**src/design/fbc_pkg.sv**
```systemverilog
`default_nettype none
package fbc_pkg;

	localparam int PLANE_W   = 64;
	localparam int NORM_W    = 16;
	localparam int Q_FRAC    = 14;
	localparam int RADIUS_W  = 15;
	localparam int CFG_IDX_W = 3;

	localparam logic [1:0] CMD_POINT  = 2'd0;
	localparam logic [1:0] CMD_BOX    = 2'd1;
	localparam logic [1:0] CMD_SPHERE = 2'd2;

	localparam logic [1:0] OV_OUT  = 2'd0;
	localparam logic [1:0] OV_PART = 2'd1;
	localparam logic [1:0] OV_FULL = 2'd2;

	// load enables of the stages inside a plane lane
	typedef struct packed {
		logic s2;
		logic s3;
	} stage_en_t;

endpackage
`default_nettype wire

```
**src/design/fbc_cfg_regs.sv**
```systemverilog
`default_nettype none
module fbc_cfg_regs
	import fbc_pkg::*;
#(
	parameter int PLANE_COUNT = 6
) (
	input  wire logic                 clk,
	input  wire logic                 arst_n,
	input  wire logic                 cfg_valid,
	input  wire logic [CFG_IDX_W-1:0] cfg_index,
	input  wire logic [PLANE_W-1:0]   cfg_data,
	output logic      [PLANE_W-1:0]   planes_q [PLANE_COUNT]
);

	// writes past the last plane fall through every compare and are dropped
	always_ff @(posedge clk or negedge arst_n) begin
		if (!arst_n) begin
			for (int i = 0; i < PLANE_COUNT; i++) begin
				planes_q[i] <= '0;
			end
		end else if (cfg_valid) begin
			for (int i = 0; i < PLANE_COUNT; i++) begin
				if (cfg_index == CFG_IDX_W'(i)) begin
					planes_q[i] <= cfg_data;
				end
			end
		end
	end

endmodule
`default_nettype wire

```
**config.mk**
```make
export PLATFORM = sky130hd
export DESIGN_NAME = fbc_cfg_regs
export DESIGN_NICKNAME = d
export VERILOG_FILES = /design/src/design/fbc_pkg.sv /design/src/design/fbc_cfg_regs.sv
export SDC_FILE = /design/constraint.sdc
export NUM_CORES = 1
export LEC_CHECK = 0
export BUFFER_PORTS_ARGS = -buffer_cell sky130_fd_sc_hd__buf_2
export CORE_MARGIN = 2
export CORE_UTILIZATION = 28
export DETAILED_ROUTE_END_ITERATION = 8
export PLACE_DENSITY = 0.52
export SETUP_SLACK_MARGIN = 0.4
export SYNTH_ARGS = -nofsm -noshare
export SYNTH_HDL_FRONTEND = slang
export SYNTH_SLANG_ARGS = --single-unit
```
**constraint.sdc**
```tcl
create_clock -name clk -period 2.2 [get_ports clk]
set_input_delay 0.44 -clock clk [delete_from_list [all_inputs] [get_ports clk]]
set_output_delay 0.44 -clock clk [all_outputs]
set_load 0.1 [all_outputs]
```
==> results.cfg <==
[run_status]
status = finished clean

[final_layout]
largest_reg_flops = 384
fill_cells = 5090
regMostFlops = planes_q
finalNetCount = 1368
register_area_sq_mm = 0.00961
multi_input_area_sq_mm = 0.00513
layout-drive-gt1-share_pct = 70.4
top_regs = planes_q: 384 flops
area_growth_pct = 35.2
antenna_cells = 0

[yosys]
synth-seq-cells = 384
synth_area_sq_mm = 0.0153
syn_nets = 886
synth_cell_types = 10
synthCells = 816
avgSynthCellArea_sq_um = 18.8
yosysSeqAreaShare_pct = 62.6
ys_warn_count = 0

[clocking]
cts_root_buf = clkbuf_16
postCtsSetupBuffers = 0
clk_path_buf_depth = 3
cts.sinks = 384
clk_pin_slew_ns = 0.06
cts-htree-levels = 2
numCtsBuffers = 44
insertion_delay_ns = 0.56
cts_tree = done

[critical_path]
worstPathArrival_ns = 1.30
max_stage_delay_ns = 0.42
crit_family = buffers and inverters
worstReg2RegEnd = planes_q[219]
cp-end-kind = output pin
cp_max_fo = 2
r2r_slack_ns = 1.39
slowest_stage = buf_2
cp_num_buf_inv = 1
startpoint_type = flop
reg2reg_depth = 1
required_ns = 1.76
path_cells = buf_2
critical_path_class = reg2out
timing.rr.start = planes_q[219]

[job]
drv_cap = 0

[global_route]
grt.total_usage_pct = 14.5
grt_antenna_before_repair = 1
grt_max_degree = 71
grt_pass1_vias = 9473
grt_overflow_total = 0
grt_pass1_wl_mm = 62.7

[route]
vias = 8806
routed_wirelength_mm = 41.3
route.detailed.drc = 0
drtAntennaViolNets = 0
wl_per_cell_um = 20.4
drt_iter0_markers = 234
viasPerCell = 4.35
firstDrtPassIters = 4

[worst_hold_path]
hold_start = cfg_data[9]
whs_path_depth = 2
hp-class = in2reg
min_to = planes_q[265]

[sta]
post-route-period-util_pct = 79.3
skew_ns = 0
maxSlewHeadroom_pct = 61.6
setup_viol = 0
drv_slew = 0
fmax_ghz = 0.573
worst_pin_slew_ns = 0.575
min_period_ns = 1.74
tns_ns = 0
rsz0062_at_grt = false
hold_viol = 0

[die]
die_x_um = 238
rows = 85
fp.dieH_um = 238
core_sq_mm = 0.0540
dieArea_sq_mm = 0.0567
start_util_pct = 28.4
io_pins = 454

[place]
gp_congestion = 0.739
dpl.hpwl_mm = 27.8
io_buffers = 453
-- layout by cell type, fill, tap and decap left out, types with 4 or more instances in the layout --
cell and count:
buf_12 17, clkbuf_16 45, buf_2 69, clkinv_2 7
bufinv_16 4, clkbuf_4 5, mux2_4 190, clkbuf_1 7
clkbuf_8 10, buf_4 385, mux2_2 194, dfrtp_1 384
-- cell families after synthesis --
family                 after synthesis  synth area share, %
buffers and inverters               42                 4.08
AND/OR/NAND/NOR                      6                0.457
multiplexers                       384                 32.8
flip-flops                         384                 62.6
-- worst max-delay path by stage --
stage / startpoint / to / slack (ns) / depth (start not counted)
floorplan: cfg_index[0] / planes_q[321] / 0.68 / 4
global placement: cfg_index[0] / planes_q[364] / 0.36 / 4
detailed placement: cfg_index[0] / planes_q[369] / 0.34 / 4
CTS: planes_q[24] / planes_q[24] / 0.40 / 1
global route: planes_q[208] / planes_q[208] / 0.40 / 1
finish: planes_q[208] / planes_q[208] / 0.46 / 1
-- what timing repair did --
action,CTS,global route
hold endpoints to repair,45,0
gates resized for setup,378,5
endpoints found under the setup margin,378,5
hold buffers,1,0
pin swaps,0,0
-- per-layer routing --
layer | share of wire, % | wire (um) | vias to the layer above | track usage, %
li1 | - | - | 3856 | -
met4 | 2.6 | 1070 | 2 | 5.27
met1 | 43 | 17700 | 4643 | 18.8
met2 | 49 | 20200 | 248 | 23.7
met3 | 5.5 | 2280 | 57 | 3.35
met5 | 0.031 | 13 | - | 0
-- cells in the mapped netlist --
master,count,area [sq um]
and4bb_1,3,37.5
buf_12,24,480
buf_2,2,10.0
buf_4,12,90.1
buf_6,4,45.0
dfrtp_1,384,9610
mux2_2,194,2180
mux2_4,190,2850
nand4b_1,2,17.5
nor4b_2,1,15.0
-- stage by stage --
| step | instance area, sq um | hold slack (ns) | util, % | setup WS [ns] | cells |
|---|---|---|---|---|---|
| after global routing | 20700 | 0.155 | 38.4 | 0.404 | 2026 |
| after floorplan | 15300 | 0.144 | - | 0.683 | 816 |
| after CTS | 20700 | 0.141 | 38.4 | 0.400 | 2026 |
| after global placement | 18300 | 0.423 | 33.8 | 0.363 | 1947 |
| final | 20700 | 0.190 | 38.4 | 0.455 | 2026 |
| after detailed placement | 18300 | 0.435 | 33.8 | 0.345 | 1947 |
-- cell type report --
cell class                 instances  area share [%]
tap                              696            4.20
sequential                       384            46.3
timing repair buffer             478            17.5
multi-input combinational        390            24.7
clock buffer                      62            6.22
clock inverter                    16           0.965
Power is left out: the tool's default activity adds up to more than one toggle a clock period on the data nets, which glitch-free logic cannot reach.
