`src/design/fbc_pkg.sv`:
```
`default_nettype none
package fbc_pkg;

	localparam int PLANE_W   = 64;
	localparam int NORM_W    = 16;
	localparam int Q_FRAC    = 14;
	localparam int RADIUS_W  = 15;
	localparam int CFG_IDX_W = 3;

	localparam logic [1:0] CMD_POINT  = 2'd0;
	localparam logic [1:0] CMD_BOX    = 2'd1;
	localparam logic [1:0] CMD_SPHERE = 2'd2;

	localparam logic [1:0] OV_OUT  = 2'd0;
	localparam logic [1:0] OV_PART = 2'd1;
	localparam logic [1:0] OV_FULL = 2'd2;

	// load enables of the stages inside a plane lane
	typedef struct packed {
		logic s2;
		logic s3;
	} stage_en_t;

endpackage
`default_nettype wire

```
`src/design/fbc_plane_lane.sv`:
```
`default_nettype none
module fbc_plane_lane
	import fbc_pkg::*;
#(
	parameter int COORD_BITS = 16
) (
	input  wire logic                         clk,
	input  wire stage_en_t                    en,
	input  wire logic [PLANE_W-1:0]           plane,
	input  wire logic [1:0]                   cmd_s1,
	input  wire logic signed [COORD_BITS-1:0] lo_x_s1,
	input  wire logic signed [COORD_BITS-1:0] lo_y_s1,
	input  wire logic signed [COORD_BITS-1:0] lo_z_s1,
	input  wire logic signed [COORD_BITS-1:0] hi_x_s1,
	input  wire logic signed [COORD_BITS-1:0] hi_y_s1,
	input  wire logic signed [COORD_BITS-1:0] hi_z_s1,
	input  wire logic [1:0]                   cmd_s2,
	input  wire logic [RADIUS_W-1:0]          radius_s2,
	output logic                              outside_s3,
	output logic                              partial_s3
);

	localparam int PW = NORM_W + COORD_BITS;
	localparam int SW = ((PW > NORM_W + Q_FRAC) ? PW : NORM_W + Q_FRAC) + 2;

	logic signed [NORM_W-1:0] na, nb, nc, nd;
	logic signed [PW-1:0]     na_e, nb_e, nc_e;
	logic signed [PW-1:0]     px_e, py_e, pz_e, qx_e, qy_e, qz_e;
	logic signed [PW-1:0]     ppx_s2, ppy_s2, ppz_s2, npx_s2, npy_s2, npz_s2;
	logic signed [SW-1:0]     d_sc, r_sc, pdist, ndist;
	logic                     box;

	assign na = plane[15:0];
	assign nb = plane[31:16];
	assign nc = plane[47:32];
	assign nd = plane[63:48];
	assign na_e = PW'(na);
	assign nb_e = PW'(nb);
	assign nc_e = PW'(nc);
	assign box = (cmd_s1 == CMD_BOX);

	// positive vertex goes in p*, negative vertex in q*; other volumes use the low corner
	always_comb begin
		px_e = PW'((box && !na[NORM_W-1]) ? hi_x_s1 : lo_x_s1);
		py_e = PW'((box && !nb[NORM_W-1]) ? hi_y_s1 : lo_y_s1);
		pz_e = PW'((box && !nc[NORM_W-1]) ? hi_z_s1 : lo_z_s1);
		qx_e = PW'((box && na[NORM_W-1]) ? hi_x_s1 : lo_x_s1);
		qy_e = PW'((box && nb[NORM_W-1]) ? hi_y_s1 : lo_y_s1);
		qz_e = PW'((box && nc[NORM_W-1]) ? hi_z_s1 : lo_z_s1);
	end

	always_ff @(posedge clk) begin
		if (en.s2) begin
			ppx_s2 <= na_e * px_e;
			ppy_s2 <= nb_e * py_e;
			ppz_s2 <= nc_e * pz_e;
			npx_s2 <= na_e * qx_e;
			npy_s2 <= nb_e * qy_e;
			npz_s2 <= nc_e * qz_e;
		end
	end

	// distances in units of 2^-14
	always_comb begin
		d_sc  = SW'(nd) <<< Q_FRAC;
		r_sc  = signed'({(SW - RADIUS_W - Q_FRAC)'(0), radius_s2, Q_FRAC'(0)});
		pdist = SW'(ppx_s2) + SW'(ppy_s2) + SW'(ppz_s2) + d_sc;
		ndist = SW'(npx_s2) + SW'(npy_s2) + SW'(npz_s2) + d_sc;
	end

	always_ff @(posedge clk) begin
		if (en.s3) begin
			if (cmd_s2 == CMD_SPHERE) begin
				outside_s3 <= (pdist <= -r_sc);
				partial_s3 <= (pdist < r_sc);
			end else begin
				outside_s3 <= pdist[SW-1];
				partial_s3 <= (cmd_s2 == CMD_BOX) && ndist[SW-1];
			end
		end
	end

endmodule
`default_nettype wire

```
`config.mk`:
```
export PLATFORM = sky130hd
export DESIGN_NAME = fbc_plane_lane
export DESIGN_NICKNAME = d
export VERILOG_FILES = /design/src/design/fbc_pkg.sv /design/src/design/fbc_plane_lane.sv
export SDC_FILE = /design/constraint.sdc
export NUM_CORES = 2
export LEC_CHECK = 0
export BUFFER_PORTS_ARGS = -buffer_cell sky130_fd_sc_hd__buf_2
export CELL_PAD_IN_SITES_DETAIL_PLACEMENT = 1
export CELL_PAD_IN_SITES_GLOBAL_PLACEMENT = 2
export CORE_ASPECT_RATIO = 1.1
export CORE_UTILIZATION = 46
export DETAILED_ROUTE_END_ITERATION = 8
export GPL_ROUTABILITY_DRIVEN = 0
export HOLD_SLACK_MARGIN = 0.02
export PLACE_DENSITY = 0.95
export SYNTH_ARGS = -nofsm -noshare
export SYNTH_HDL_FRONTEND = slang
export SYNTH_SLANG_ARGS = --single-unit
export TNS_END_PERCENT = 1
```
`constraint.sdc`:
```
create_clock -name clk -period 17.2 [get_ports clk]
set_input_delay 2.58 -clock clk [delete_from_list [all_inputs] [get_ports clk]]
set_output_delay 2.58 -clock clk [all_outputs]
set_load 0.005 [all_outputs]
```
==> results.json <==
{
  "post_drt_wl_per_cell_um": 22.0,
  "clock_latency_ns": 0.51,
  "coreArea_um2": 155000,
  "r2r_slack_ns": 11.11,
  "crit_fanout": 16,
  "post_cts.repair.setup_buffers": 0,
  "dr.pass1.iters": 5,
  "path_clk_slew_ns": 0.08,
  "critPathRequiredTime_ns": 17.44,
  "worstReg2RegEnd": "outside_s3$_DFFE_PP_",
  "ys_ff_latch": 194,
  "period_needed_ns": 10.19,
  "cp_cell_sequence": "buf_2 > nor2b_1 > buf_4 > nand2_1 > mux2_2 > nand2_1 > inv_1 > fa_1 > fa_1 > fa_1 > fa_1 > fa_1 > inv_1 > fa_1 > inv_1 > ha_1 > nand2_1 > a2bb2oi_1 > nand2b_1 > a21oi_1 > o21ai_1 > or4_1 > a2111oi_0 > nor3b_1",
  "synthArstFlopShare_pct": 0,
  "tritoncts": "done",
  "port_buffers": 183,
  "boundaryPins": 184,
  "setup_viol": 0,
  "layout_commonest_cell": "inv_1",
  "ctsResizeCount": 0,
  "rr_worst_depth": 24,
  "nets": 9948,
  "rsz0062_at_grt": "no",
  "grt_remaining_overflow": 0,
  "maxCapViolations": 0,
  "cts_buffers": 17,
  "finalCritPeriodShare_pct": 59.3,
  "worstSetupStartpointType": "input pin",
  "outcome": "finished, final reports clean",
  "viasPerCell": 5.42,
  "fin_worst_skew_ns": 0.0192,
  "grt_pass1_wl_um": 337000,
  "holdPathStages": 5,
  "synth_area_per_cell_um2": 9.59,
  "grtUsageTotal_pct": 27.7,
  "synth_top_area_share_pct": 46.5,
  "synth.distinct_cells": 82,
  "rr_startpoint": "ppz_s2[2]$_DFFE_PP_",
  "dr_total_vias": 51800,
  "hold_class": "reg -> reg",
  "htree_levels": 4,
  "antenna_found_initial": 11,
  "drt.antenna.violating_nets": 0,
  "syn-num-nets": 9987,
  "path_depth": 24,
  "fmax_mhz": 98.1,
  "fp.dieH_um": 417,
  "drive_gt1_share_pct": 4.85,
  "hold_start": "ppz_s2[30]$_DFFE_PP_",
  "yosysWarningCount": 0,
  "clockRootBuffer": "clkbuf_16",
  "drc_errors": 0,
  "num_rows": 151,
  "clock_path_buffers": 2,
  "crit_top_cell": "fa_1",
  "synth_area_leaders": "fa_1 (47%), ha_1 (11%), inv_1 (9.8%)",
  "crit_path_max_incr_delay_ns": 0.97,
  "synthCells": 7516,
  "wl_um": 211000,
  "crit_slowest_cell": "fa_1",
  "synth_largest_area_cell": "fa_1",
  "ys_seq_area_share_pct": 8.08,
  "die-area_um2": 158000,
  "clock-sinks": 194,
  "area_growth_pct": 4.55,
  "grt_pass1_vias": 61300,
  "cp-end-kind": "register",
  "dp_hpwl_um": 174000,
  "grt_max_degree": 76,
  "worstHoldEndpoint": "partial_s3$_DFFE_PP_",
  "drtIter0Drc": 2780,
  "fin_setup_tns_ns": 0,
  "finalHoldViolCount": 0,
  "final_max_slew_viol_count": 0,
  "hold_buffers": 0,
  "syn-cell-area_um2": 72100,
  "crit_arrival_ns": 10.43,
  "tightest_slew_ns": 1.15,
  "synth_edf_count": 194,
  "crit_family": "adder cells",
  "ys.flop_type": "edfxtp_1",
  "crit_type": "in -> reg",
  "die_x_um": 379,
  "final_cell_mix": "inv_1 (1883), fa_1 (1674), nand2_1 (757), and2_1 (674), ha_1 (615)",
  "start_util_pct": 46.6,
  "slew-limit-headroom_pct": 23.0,
  "cp.buffers_inverters": 5
}
[per-layer routing]
metal  part of all wire [%]  track usage, %
met5                 0.0095               0
met4                    4.3            10.9
met3                    4.4            2.63
met2                     52            49.5
met1                     39            34.3
[stage by stage]
step                hold slack [ns]  setup WS, ns  area, um2  util, %  cells
floorplan                     0.956          7.48      72100        -   7516
global placement               1.39          6.90      74700     48.3   9523
detailed placement             1.42          6.57      74700     48.3   9523
CTS                            1.44          7.01      75300     48.7   9555
global route                   1.49          6.58      75300     48.7   9558
finish                         1.47          7.01      75300     48.7   9561
[cell type report]
type	instances	area [um2]
Clock inverter	15	159
Sequential cell	194	5830
Inverter	1887	7080
Multi-Input combinational cell	5174	58200
Tap cell	2065	2580
Clock buffer	17	425
Antenna cell	6	15.0
Fill cell	17700	79400
Timing Repair Buffer	203	1070
[synthesized netlist by cell type (47+ instances only)]
library cell / number
nor2_1: 179
xnor2_1: 198
clkbuf_1: 258
nand2b_1: 64
mux2_2: 90
nor2b_1: 92
fa_1: 1674
ha_1: 615
inv_1: 1883
nor3_1: 47
a21o_1: 83
nand2_1: 757
o21ai_0: 81
a21oi_1: 173
edfxtp_1: 194
and2_1: 674
[tightest hold or removal path, delay by kind of cell, from the launching register on]
| family | cells | cell delay (ns) |
|---|---|---|
| DFF | 1 | 0.36 |
| adders and majority gates | 2 | 0.42 |
| AOI/OAI and AO/OA | 3 | 0.49 |
[state kept, by name (all words and copies together), names as in the netlist]
name / flops
ppz_s2: 32
ppx_s2: 32
outside_s3: 1
npy_s2: 32
npz_s2: 32
partial_s3: 1
ppy_s2: 32
npx_s2: 32
[logic make-up after synthesis]
family,count (synthesis),share of synthesized area [%]
XOR/XNOR,244,2.97
multiplexers,98,1.52
adder cells (fa/ha/maj),2289,57.2
buffers and inverters,2148,11.2
AND/OR/NAND/NOR,1965,13.8
AO/OA/AOI/OAI,578,5.30
flip-flops,194,8.08
[how the worst max path moves through the flow]
stage                     startpoint                    to  slack [ns]
after floorplan            plane[47]  npz_s2[31]$_DFFE_PP_        7.48
after global placement     cmd_s1[0]  npz_s2[31]$_DFFE_PP_        6.90
after detailed placement   cmd_s1[0]  npz_s2[31]$_DFFE_PP_        6.57
after CTS                  cmd_s1[0]  npz_s2[31]$_DFFE_PP_        7.01
after global routing       cmd_s1[0]  npz_s2[31]$_DFFE_PP_        6.58
final                      cmd_s1[0]  npz_s2[31]$_DFFE_PP_        7.01
Power is not shown: default switching activity piles up to over one toggle a cycle in this logic, so the estimate is an artifact.
